===== src/hw/rtl/btop_pkg.sv =====
// ----------------------------------------------------------------------------
// btop_pkg
// shared constants, types and the q2.30 product rounding helper
// ----------------------------------------------------------------------------
package btop_pkg;

   localparam int DefaultMaxSteps = 1024;

   localparam logic [31:0] ONE_Q30  = 32'h4000_0000;
   localparam logic [31:0] HALF_Q30 = 32'h2000_0000;
   localparam logic [31:0] PRICE_MAX = 32'hFFFF_FFFF;

   localparam logic [2:0] REG_UP   = 3'd0;
   localparam logic [2:0] REG_DOWN = 3'd1;
   localparam logic [2:0] REG_PROB = 3'd2;
   localparam logic [2:0] REG_DISC = 3'd3;
   localparam logic [2:0] REG_STEPS = 3'd4;

   typedef enum logic [2:0] {
      ST_IDLE,
      ST_DOWN,
      ST_LEAF,
      ST_MIX,
      ST_DISC,
      ST_DONE
   } state_type;

   typedef struct packed {
      logic [31:0] up_factor;
      logic [31:0] down_factor;
      logic [30:0] up_probability;
      logic [30:0] step_discount;
      logic [10:0] tree_steps;
   } cfg_type;

   typedef struct packed {
      logic [31:0] value;
      logic        sat;
   } rnd_type;

   // round half up, shift by 30, saturate to 32 bits
   function automatic rnd_type round_q30(input logic [63:0] prod);
      logic [64:0] s;
      rnd_type     r;
      s = {1'b0, prod} + 65'(HALF_Q30);
      if (s[64:62] != 3'd0) begin
         r.value = PRICE_MAX;
         r.sat   = 1'b1;
      end else begin
         r.value = s[61:30];
         r.sat   = 1'b0;
      end
      return r;
   endfunction

endpackage


===== src/hw/rtl/btop_csr.sv =====
// ----------------------------------------------------------------------------
// btop_csr
// configuration register file behind the apb-style port
// ----------------------------------------------------------------------------
module btop_csr
   import btop_pkg::*;
(
   input  logic        clock,
   input  logic        reset,
   input  logic        psel,
   input  logic        penable,
   input  logic        pwrite,
   input  logic [4:0]  paddr,
   input  logic [31:0] pwdata,
   output logic [31:0] prdata,
   output cfg_type     cfg
);

   cfg_type    cfg_ff;
   logic [2:0] idx;
   logic       wr;

   assign idx = paddr[4:2];
   assign wr  = psel && penable && pwrite;
   assign cfg = cfg_ff;

   always_ff @(posedge clock) begin
      if (reset) begin
         cfg_ff.up_factor      <= ONE_Q30;
         cfg_ff.down_factor    <= ONE_Q30;
         cfg_ff.up_probability <= HALF_Q30[30:0];
         cfg_ff.step_discount  <= ONE_Q30[30:0];
         cfg_ff.tree_steps     <= 11'd500;
      end else if (wr) begin
         case (idx)
            REG_UP:    cfg_ff.up_factor      <= pwdata;
            REG_DOWN:  cfg_ff.down_factor    <= pwdata;
            REG_PROB:  cfg_ff.up_probability <= pwdata[30:0];
            REG_DISC:  cfg_ff.step_discount  <= pwdata[30:0];
            REG_STEPS: cfg_ff.tree_steps     <= pwdata[10:0];
            default: ;
         endcase
      end
   end

   always_comb begin
      case (idx)
         REG_UP:    prdata = cfg_ff.up_factor;
         REG_DOWN:  prdata = cfg_ff.down_factor;
         REG_PROB:  prdata = {1'b0, cfg_ff.up_probability};
         REG_DISC:  prdata = {1'b0, cfg_ff.step_discount};
         REG_STEPS: prdata = {21'd0, cfg_ff.tree_steps};
         default:   prdata = 32'd0;
      endcase
   end

endmodule


===== config.mk =====
export PLATFORM = sky130hd
export DESIGN_NAME = btop_csr
export DESIGN_NICKNAME = d
export VERILOG_FILES = /design/src/hw/rtl/btop_pkg.sv /design/src/hw/rtl/btop_csr.sv
export SDC_FILE = /design/constraint.sdc
export NUM_CORES = 1
export LEC_CHECK = 0
export CORE_MARGIN = 2
export CORE_UTILIZATION = 35
export CTS_CLUSTER_SIZE = 10
export DETAILED_ROUTE_END_ITERATION = 6
export DONT_BUFFER_PORTS = 1
export PLACE_DENSITY = 0.56
export SYNTH_ARGS = -nofsm -noshare
export SYNTH_HDL_FRONTEND = slang
export SYNTH_SLANG_ARGS = --single-unit

===== constraint.sdc =====
create_clock -name clock -period 2.49 [get_ports clock]
set_clock_uncertainty 0.2 [all_clocks]
set_input_delay 0.498 -clock clock [delete_from_list [all_inputs] [get_ports clock]]
set_output_delay 0.498 -clock clock [all_outputs]
set_load 0.005 [all_outputs]

* Yosys cells after proc, flatten, opt, wreduce, memory -nomap -nowiden
Cells that the tools add are included.
** Operators by class
- Muxes and demuxes :: 1
- Reduce and logical (&&, ||, !) cells :: 8
- Div/mod/pow operators :: 0
- Shifts and indexed selects :: 0
- Equality and inequality tests :: 4
- Multipliers :: 0
- $add $sub $neg :: 0
- Order comparisons :: 0
- Bitwise operators :: 0
** Operators with widths (count)
- $pmux 32 s5 :: 1
- $reduce_and 2->1 :: 5
- $eq 3x2->1 const B :: 2
- $eq 3x1->1 const B :: 1
- $eq 3x3->1 const B :: 1
- $logic_not 3->1 :: 1
- $logic_and 1x1->1 :: 2
** Storage, ports and cells
- Bits in latches :: 0
- Bits in read-only memories :: 0
- Register bits after elaboration :: 137
- Memories kept :: 0
- Input port bits :: 42
- Logic and storage cells :: 18
- Output and inout port bits :: 169
- RAM bits :: 0

* Depth between registers and ports, before layout
Gate-level depths: netlist (run 1).
- Word-level depth :: 3
- Mapped depth :: 6
- Mapped depth without buffers :: 3

* Worst setup path before layout (run 1)
Ideal clock, no wire load.
- Kind :: in2out
- Start :: input port paddr[3]
- End :: output port prdata[11]
- Data arrival time :: 1.509 ns
- Cell stages on the path :: 5
- Required time :: 1.792 ns
- Setup slack :: 0.283 ns
- Buffers on the path :: 3
- Cell sequence :: buf_4 > buf_4 > buf_2 > mux4_2 > nor2b_1
** On the way
- Cells in the longest elaborated chain, start to end :: 2
- Elaborated cells between the ends (all ways) :: 6
- Those cells by class :: eq/ne (4); mux (1); reduce/logical (1)
** Ends and longest elaborated chain
- from (decl) :: line btop_csr.sv:13 : input logic [4:0] paddr,
- $eq 3x3->1 (tied with other cells) :: line btop_csr.sv:47 : case (idx)
- $pmux 32 s5 (*) :: line btop_csr.sv:47
- to (decl) :: line btop_csr.sv:15 : output logic [31:0] prdata,
Mark *: on every way between the ends. The rest lies on a longest branch, timed or not.

* Worst setup path in the final report (run 1)
- Start :: register cfg_ff (netlist bit cfg[44])
- End :: output port prdata[2]
** On the way
- Cells in the longest elaborated chain, start to end :: 1
** Ends and longest elaborated chain
- from (decl) :: line btop_csr.sv:19 : cfg_type cfg_ff;
- $pmux 32 s5 :: line btop_csr.sv:47
No other way between the ends.

==> run_results.csv, run 1 <==
group,metric,value,unit
floorplan,floorplan.io_pins,211,
global_routing,overflow,0,
hold_path,worst_hold_path_type,"input port to flip-flop",
drt,drt_iter0_drc,222,
timing,max_slew_headroom,59.3,%
job,maxCapViolCount,0,
critical_path,worstPathArrival,1.42,ns
timing,timing.final.setup_violations,0,
yosys,synth.net_count,647,
cts,number_of_buffers_inserted_by_hold_repair_at_cts,0,
yosys,ys_seq_area_share,42.3,%
yosys,yosysUniqueCellTypes,24,
yosys,synth.area.top_cells,"sky130_fd_sc_hd__dfxtp_1 42%, sky130_fd_sc_hd__mux2i_1 21%, sky130_fd_sc_hd__nand2b_1 15%, sky130_fd_sc_hd__mux4_2 7.0%, sky130_fd_sc_hd__a22oi_1 2.3%",
critical_path,timing.critical_path.required,1.79,ns
place,placedInstanceArea,6650,µm²
drt,detail_route.vias_per_cell,5.40,
status,failing_checks,"design-rule violations",
timing,worst_pin_slew,0.606,ns
place,port_buffers,0,
drt,wl,17600,µm
yosys,synth-async-reset-ratio,0,%
critical_path,critical-path-slowest-cell,"sky130_fd_sc_hd__dfxtp_1",
final_layout,final_area,7270,µm²
floorplan,fp-row-count,49,
critical_path,worstPathMaxFanout,3,
final_layout,max_ffs_per_register,137,
timing,report.final.slew_viol_count,0,
critical_path,cp_slowest_stage_delay,0.42,ns
place,worst_slack_at_placement,0.455,ns
floorplan,die_area,19600,µm²
critical_path,r2r-start,"cfg[44]$_SDFFE_PP0P_",
floorplan,dieWidth,140,µm
timing,timing.final.hold_violations,0,
power_and_ir_drop,leakagePower,3.15,nW
final_layout,layout-area-overhead-vs-synth,12.2,%
cts,ctsHtreeMaxLevel,4,
drt,routedWlPerCell,21.2,µm
hold_path,worstHoldEndpoint,"cfg[72]$_SDFFE_PP0P_",
drt,drcViolationCount,16,
place,placed_cells_incl_taps,796,
floorplan,die_h,140,µm
cts,cts-root-buf,"sky130_fd_sc_hd__clkbuf_16",
final_layout,diodes,0,
critical_path,worst_r2r_endpoint,"cfg[44]$_SDFFE_PP0P_",
floorplan,initial_utilization,35.8,%
place,hpwlAfterDp,11400,µm
cts,clock_sink_count,137,
yosys,yosys_warnings,0,
yosys,netlist_area_before_placement,6480,µm²
yosys,postSynthCellCount,605,
timing,achievable_clock_frequency,471,MHz
drt,num_vias,4475,
timing,minimum_clock_period,2.12,ns
cts,cts-root-to-sink-buffers,2,
yosys,ys_dominant_reg_cell,"sky130_fd_sc_hd__dfxtp_1",
yosys,synth-seq-cells,137,
cts,cts_tree,"built",
critical_path,internal_reg_to_reg_setup_slack,1.58,ns
global_routing,grt.total_usage,18.0,%
timing,grt_setup_unrepaired,"false",
cts,postCtsSetupBuffers,0,
power_and_ir_drop,peak_supply_drop,0.414,mV
hold_path,worstHoldStart,"pwdata[30]",
hold_path,hold_path_depth,2,
cts,cts_buffers,17,
place,gpl.final_weighted_congestion,0.778,
final_layout,number_of_filler_instances_in_the_final_layout,1746,
yosys,yosys.cell_count.top_type,"sky130_fd_sc_hd__nand2b_1",
drt,ant_nets,0,
yosys,yosysTopAreaCell,"sky130_fd_sc_hd__dfxtp_1",
critical_path,crit_type,"flip-flop to output port",
global_routing,grt_max_degree,178,
critical_path,crit_path_end_kind,"output port",
status,run_status,"finished, violations left",
timing,final.setup.worst_slack,0.368,ns
timing,share_of_the_clock_period_used_by_the_worst_path,85.2,%
yosys,fraction_of_post_synthesis_cell_area_in_the_top_cell_type_by_area,42.3,%
timing,timing.setup.tns,0,ns
final_layout,final_net_count,628,
critical_path,setup.worst_path.start_class,"flip-flop",
global_routing,grt_first_pass_wirelength,27100,µm
critical_path,cp_cell_sequence,"and3b_1 > a31oi_1 > o22ai_1",
cts,worst_skew_pair.late_latency,0.41,ns
yosys,netlist_top_cells_count,"159 x sky130_fd_sc_hd__nand2b_1, 138 x sky130_fd_sc_hd__mux2i_1, 137 x sky130_fd_sc_hd__dfxtp_1, 25 x sky130_fd_sc_hd__clkbuf_1, 22 x sky130_fd_sc_hd__nor2b_1",
yosys,syn-mean-instance-area,10.7,µm²
final_layout,post_route_cells_drive_above_1_share,13.2,%
cts,clk_pin_slew,0.06,ns
drt,detailedRoute.firstPassIterationCount,7,
global_routing,grt_antenna_before_repair,0,
global_routing,vias_in_the_first_global_route,4696,
final_layout,stdcell_count,828,
cts,cts_repair_resizes,0,
critical_path,reg2reg_depth,2,
power_and_ir_drop,power_density,698,nW/µm²
yosys,number_of_synthesized_flops_with_an_enable_pin,0,
floorplan,core,18100,µm²
[per-layer routing]
| metal | GRT usage (%) | routed length, µm | vias to the layer above |
|---|---|---|---|
| met5 | 0 | 0 | - |
| met4 | 6.17 | 250 | 0 |
| met3 | 6.05 | 1300 | 13 |
| met2 | 31.3 | 8940 | 176 |
| met1 | 20.7 | 7060 | 2233 |
| li1 | - | - | 2053 |
[cell type report]
class / instances / area (µm²) / share of cell area, %
Clock buffer: 18 / 429 / 5.90
Clock inverter: 14 / 194 / 2.67
Inverter: 1 / 3.75 / 0.0516
Multi-Input combinational cell: 416 / 3490 / 48.0
Sequential cell: 137 / 2740 / 37.7
Tap cell: 229 / 287 / 3.94
Timing Repair Buffer: 13 / 123 / 1.69
[per-stage QoR]
| stage | utilization [%] | total power [W] | hold slack, ns |
|---|---|---|---|
| floorplan | - | 0.00247 | 0.275 |
| global placement | 36.8 | 0.00245 | 0.292 |
| detailed placement | 36.8 | 0.00245 | 0.301 |
| CTS | 40.2 | 0.00516 | 0.0210 |
| global route | 40.2 | 0.00527 | 0.0291 |
| finish | 40.2 | 0.00507 | 0.0491 |
[power by group]
| part | leakage [nW] | total, W | switching [W] | internal, W |
|---|---|---|---|---|
| clock network | 0.301 | 0.00267 | 0.000987 | 0.00169 |
| logic | 1.74 | 0.000175 | 0.0000736 | 0.000102 |
| registers | 1.10 | 0.00223 | 0.0000180 | 0.00221 |
[cell usage in the layout (no fill, tap or decap), types with 2 or more instances in the layout]
| cell | netlist | routed |
|---|---|---|
| sky130_fd_sc_hd__nand2b_1 | 159 | 159 |
| sky130_fd_sc_hd__mux2_2 | 11 | 11 |
| sky130_fd_sc_hd__clkbuf_16 | 0 | 17 |
| sky130_fd_sc_hd__dfxtp_1 | 137 | 137 |
| sky130_fd_sc_hd__buf_12 | 0 | 2 |
| sky130_fd_sc_hd__mux4_2 | 20 | 20 |
| sky130_fd_sc_hd__clkinvlp_4 | 0 | 2 |
| sky130_fd_sc_hd__nor3_1 | 3 | 2 |
| sky130_fd_sc_hd__clkinv_2 | 0 | 3 |
| sky130_fd_sc_hd__buf_4 | 8 | 11 |
| sky130_fd_sc_hd__inv_6 | 0 | 4 |
| sky130_fd_sc_hd__nor2_1 | 19 | 19 |
| sky130_fd_sc_hd__o22ai_1 | 11 | 11 |
| sky130_fd_sc_hd__and3_1 | 3 | 3 |
| sky130_fd_sc_hd__a22oi_1 | 20 | 20 |
| sky130_fd_sc_hd__nor2b_1 | 22 | 22 |
| sky130_fd_sc_hd__nand3_2 | 0 | 2 |
| sky130_fd_sc_hd__bufinv_16 | 0 | 4 |
| sky130_fd_sc_hd__mux2i_1 | 138 | 138 |
[worst max-delay path by stage]
stage                                    start         end  slack [ns]  cells after the start
after floorplan                       paddr[3]  prdata[11]        0.28                      5
after global placement                paddr[3]   prdata[6]        0.48                      4
after detailed placement              paddr[3]   prdata[4]        0.46                      4
after CTS                 cfg[44]$_SDFFE_PP0P_   prdata[2]        0.32                      3
after global routing      cfg[44]$_SDFFE_PP0P_   prdata[2]        0.26                      3
final                     cfg[44]$_SDFFE_PP0P_   prdata[2]        0.37                      3
[logic make-up after synthesis]
logic type      count (synthesis)  synth area share [%]
flops                         137                  42.3
simple gates                  214                  19.9
buf+inv                        52                  4.02
mux                           169                  30.2
compound gates                 33                  3.55
[worst max-delay path, delay by kind of cell (launching register included)]
| family | cells | cell delay, ns |
|---|---|---|
| AO/OA/AOI/OAI | 2 | 0.42 |
| flip-flops | 1 | 0.42 |
| AND/OR/NAND/NOR | 1 | 0.18 |
Power figures use the tool's default switching activity.
==> run 2, diff against run 1 <==
--- a/config.mk
+++ b/config.mk
@@ -7,6 +7,7 @@
 export LEC_CHECK = 0
 export CORE_MARGIN = 2
 export CORE_UTILIZATION = 35
+export CTS_BUF_LIST = sky130_fd_sc_hd__clkbuf_16
 export CTS_CLUSTER_SIZE = 10
 export DETAILED_ROUTE_END_ITERATION = 6
 export DONT_BUFFER_PORTS = 1
==> run 2 against run 1 <==
- the flow still finishes with violations (design-rule violations)
- count of clock-buffer cells in the layout fell by 1
- global-route usage unchanged
- power about the same
==> run_results.csv, run 2 (synthesis results as in run 1) <==
group,metric,value,unit
critical_path,setup.worst_path.start_class,"flip-flop",
drt,drt_iter0_drc,222,
floorplan,floorplan.io_pins,211,
cts,ctsHtreeMaxLevel,4,
final_layout,layout.cells.most_common,"sky130_fd_sc_hd__nand2b_1",
status,run_status,"finished, violations left",
final_layout,number_of_filler_instances_in_the_final_layout,1746,
hold_path,hold_path_depth,2,
final_layout,stdcell_count,828,
final_layout,mostFrequentLayoutCells,"159 x sky130_fd_sc_hd__nand2b_1, 138 x sky130_fd_sc_hd__mux2i_1, 137 x sky130_fd_sc_hd__dfxtp_1, 22 x sky130_fd_sc_hd__nor2b_1",
critical_path,crit_type,"flip-flop to output port",
floorplan,dieWidth,140,µm
final_layout,post_route_cells_drive_above_1_share,13.2,%
floorplan,fp-row-count,49,
final_layout,max_ffs_per_register,137,
timing,timing.setup.tns,0,ns
floorplan,die_area,19600,µm²
critical_path,internal_reg_to_reg_setup_slack,1.58,ns
drt,wl,17500,µm
global_routing,grt_first_pass_wirelength,27100,µm
floorplan,core,18100,µm²
global_routing,vias_in_the_first_global_route,4696,
place,port_buffers,0,
critical_path,critical-path-slowest-cell,"sky130_fd_sc_hd__dfxtp_1",
timing,max_slew_headroom,59.3,%
critical_path,timing.critical_path.required,1.79,ns
cts,postCtsSetupBuffers,0,
critical_path,r2r-start,"cfg[44]$_SDFFE_PP0P_",
drt,detailedRoute.firstPassIterationCount,7,
drt,routed.top_layer,"met4",
cts,worst_skew_pair.late_latency,0.41,ns
critical_path,worstPathArrival,1.42,ns
critical_path,reg2reg_depth,2,
critical_path,cp_slowest_stage_delay,0.42,ns
global_routing,grt.total_usage,18.0,%
cts,cts-root-buf,"sky130_fd_sc_hd__clkbuf_16",
place,hpwlAfterDp,11400,µm
cts,cts_buffers,17,
drt,ant_nets,0,
cts,cts_tree,"built",
floorplan,die_h,140,µm
critical_path,cp_cell_sequence,"and3b_1 > a31oi_1 > o22ai_1",
timing,minimum_clock_period,2.12,ns
place,gpl.final_weighted_congestion,0.778,
cts,cts-root-to-sink-buffers,2,
hold_path,worstHoldStart,"pwdata[30]",
floorplan,initial_utilization,35.8,%
cts,number_of_buffers_inserted_by_hold_repair_at_cts,0,
timing,timing.final.setup_violations,0,
status,failing_checks,"design-rule violations",
critical_path,worst_r2r_endpoint,"cfg[44]$_SDFFE_PP0P_",
critical_path,crit_path_end_kind,"output port",
hold_path,worst_hold_path_type,"input port to flip-flop",
job,maxCapViolCount,0,
final_layout,diodes,0,
drt,dr_wl_met3,1300,µm
hold_path,worstHoldEndpoint,"cfg[72]$_SDFFE_PP0P_",
power_and_ir_drop,peak_supply_drop,0.414,mV
global_routing,grt_max_degree,178,
timing,achievable_clock_frequency,471,MHz
timing,worst_pin_slew,0.606,ns
timing,grt_setup_unrepaired,"false",
global_routing,overflow,0,
timing,share_of_the_clock_period_used_by_the_worst_path,85.2,%
cts,cts_repair_resizes,0,
final_layout,final_net_count,628,
drt,num_vias,4473,
timing,report.final.slew_viol_count,0,
power_and_ir_drop,power_density,697,nW/µm²
drt,routedWlPerCell,21.2,µm
final_layout,finish.utilization,40.2,%
place,placed_cells_incl_taps,796,
drt,wl_met2,8930,µm
drt,detail_route.vias_per_cell,5.40,
drt,drcViolationCount,16,
cts,clk_pin_slew,0.06,ns
power_and_ir_drop,leakagePower,3.15,nW
critical_path,worstPathMaxFanout,3,
drt,wl_met1,7050,µm
timing,hold_slack,0.0491,ns
final_layout,layout-area-overhead-vs-synth,12.2,%
power_and_ir_drop,design_power_total,0.00507,W
timing,timing.final.hold_violations,0,
cts,clock_sink_count,137,
global_routing,grt_antenna_before_repair,0,
[run 2: cell types whose count changed in the layout (fill, tap and decap cells not counted)]
cell                       before  now
sky130_fd_sc_hd__clkbuf_1       1    0
sky130_fd_sc_hd__inv_1          1    2
[run 2: routing by layer]
layer	vias up	global-route usage, %
li1	2053	-
met1	2231	20.7
met2	176	31.3
met3	13	6.05
met4	0	6.17
met5	-	0
[run 2: how the worst max path moves through the flow]
stage                         start    endpoint  depth (start not counted)
2_1_floorplan              paddr[3]  prdata[11]                          5
3_3_place_gp               paddr[3]   prdata[6]                          4
3_5_place_dp               paddr[3]   prdata[4]                          4
4_1_cts        cfg[44]$_SDFFE_PP0P_   prdata[2]                          3
5_1_grt        cfg[44]$_SDFFE_PP0P_   prdata[2]                          3
6_report       cfg[44]$_SDFFE_PP0P_   prdata[2]                          3
[run 2: final cells by class]
type,count,area [µm²],area share (%)
multi-input cells,416,3490,48.0
flip-flops and latches,137,2740,37.7
clock buffers,17,425,5.85
well taps,229,287,3.94
clock inverters,15,198,2.72
repair buffers,13,123,1.69
inverters,1,3.75,0.0516
[run 2: where the power goes]
group	internal, W	total [W]	leakage [nW]	switching [W]
combinational	0.000102	0.000175	1.74	0.0000736
sequential	0.00221	0.00223	1.10	0.0000180
clock	0.00168	0.00267	0.306	0.000988
total	0.00399	0.00507	3.15	0.00108
[run 2: worst max-delay path: cells and delay by family (launching register included)]
family	cells	cell delay, ns
AO/OA/AOI/OAI	2	0.42
flip-flops	1	0.42
AND/OR/NAND/NOR	1	0.18
[run 2: per-stage QoR]
step	area, µm²	setup slack, ns
after floorplan	6480	0.283
after global placement	6650	0.477
after detailed placement	6650	0.455
after CTS	7270	0.322
after global routing	7270	0.263
final	7270	0.368
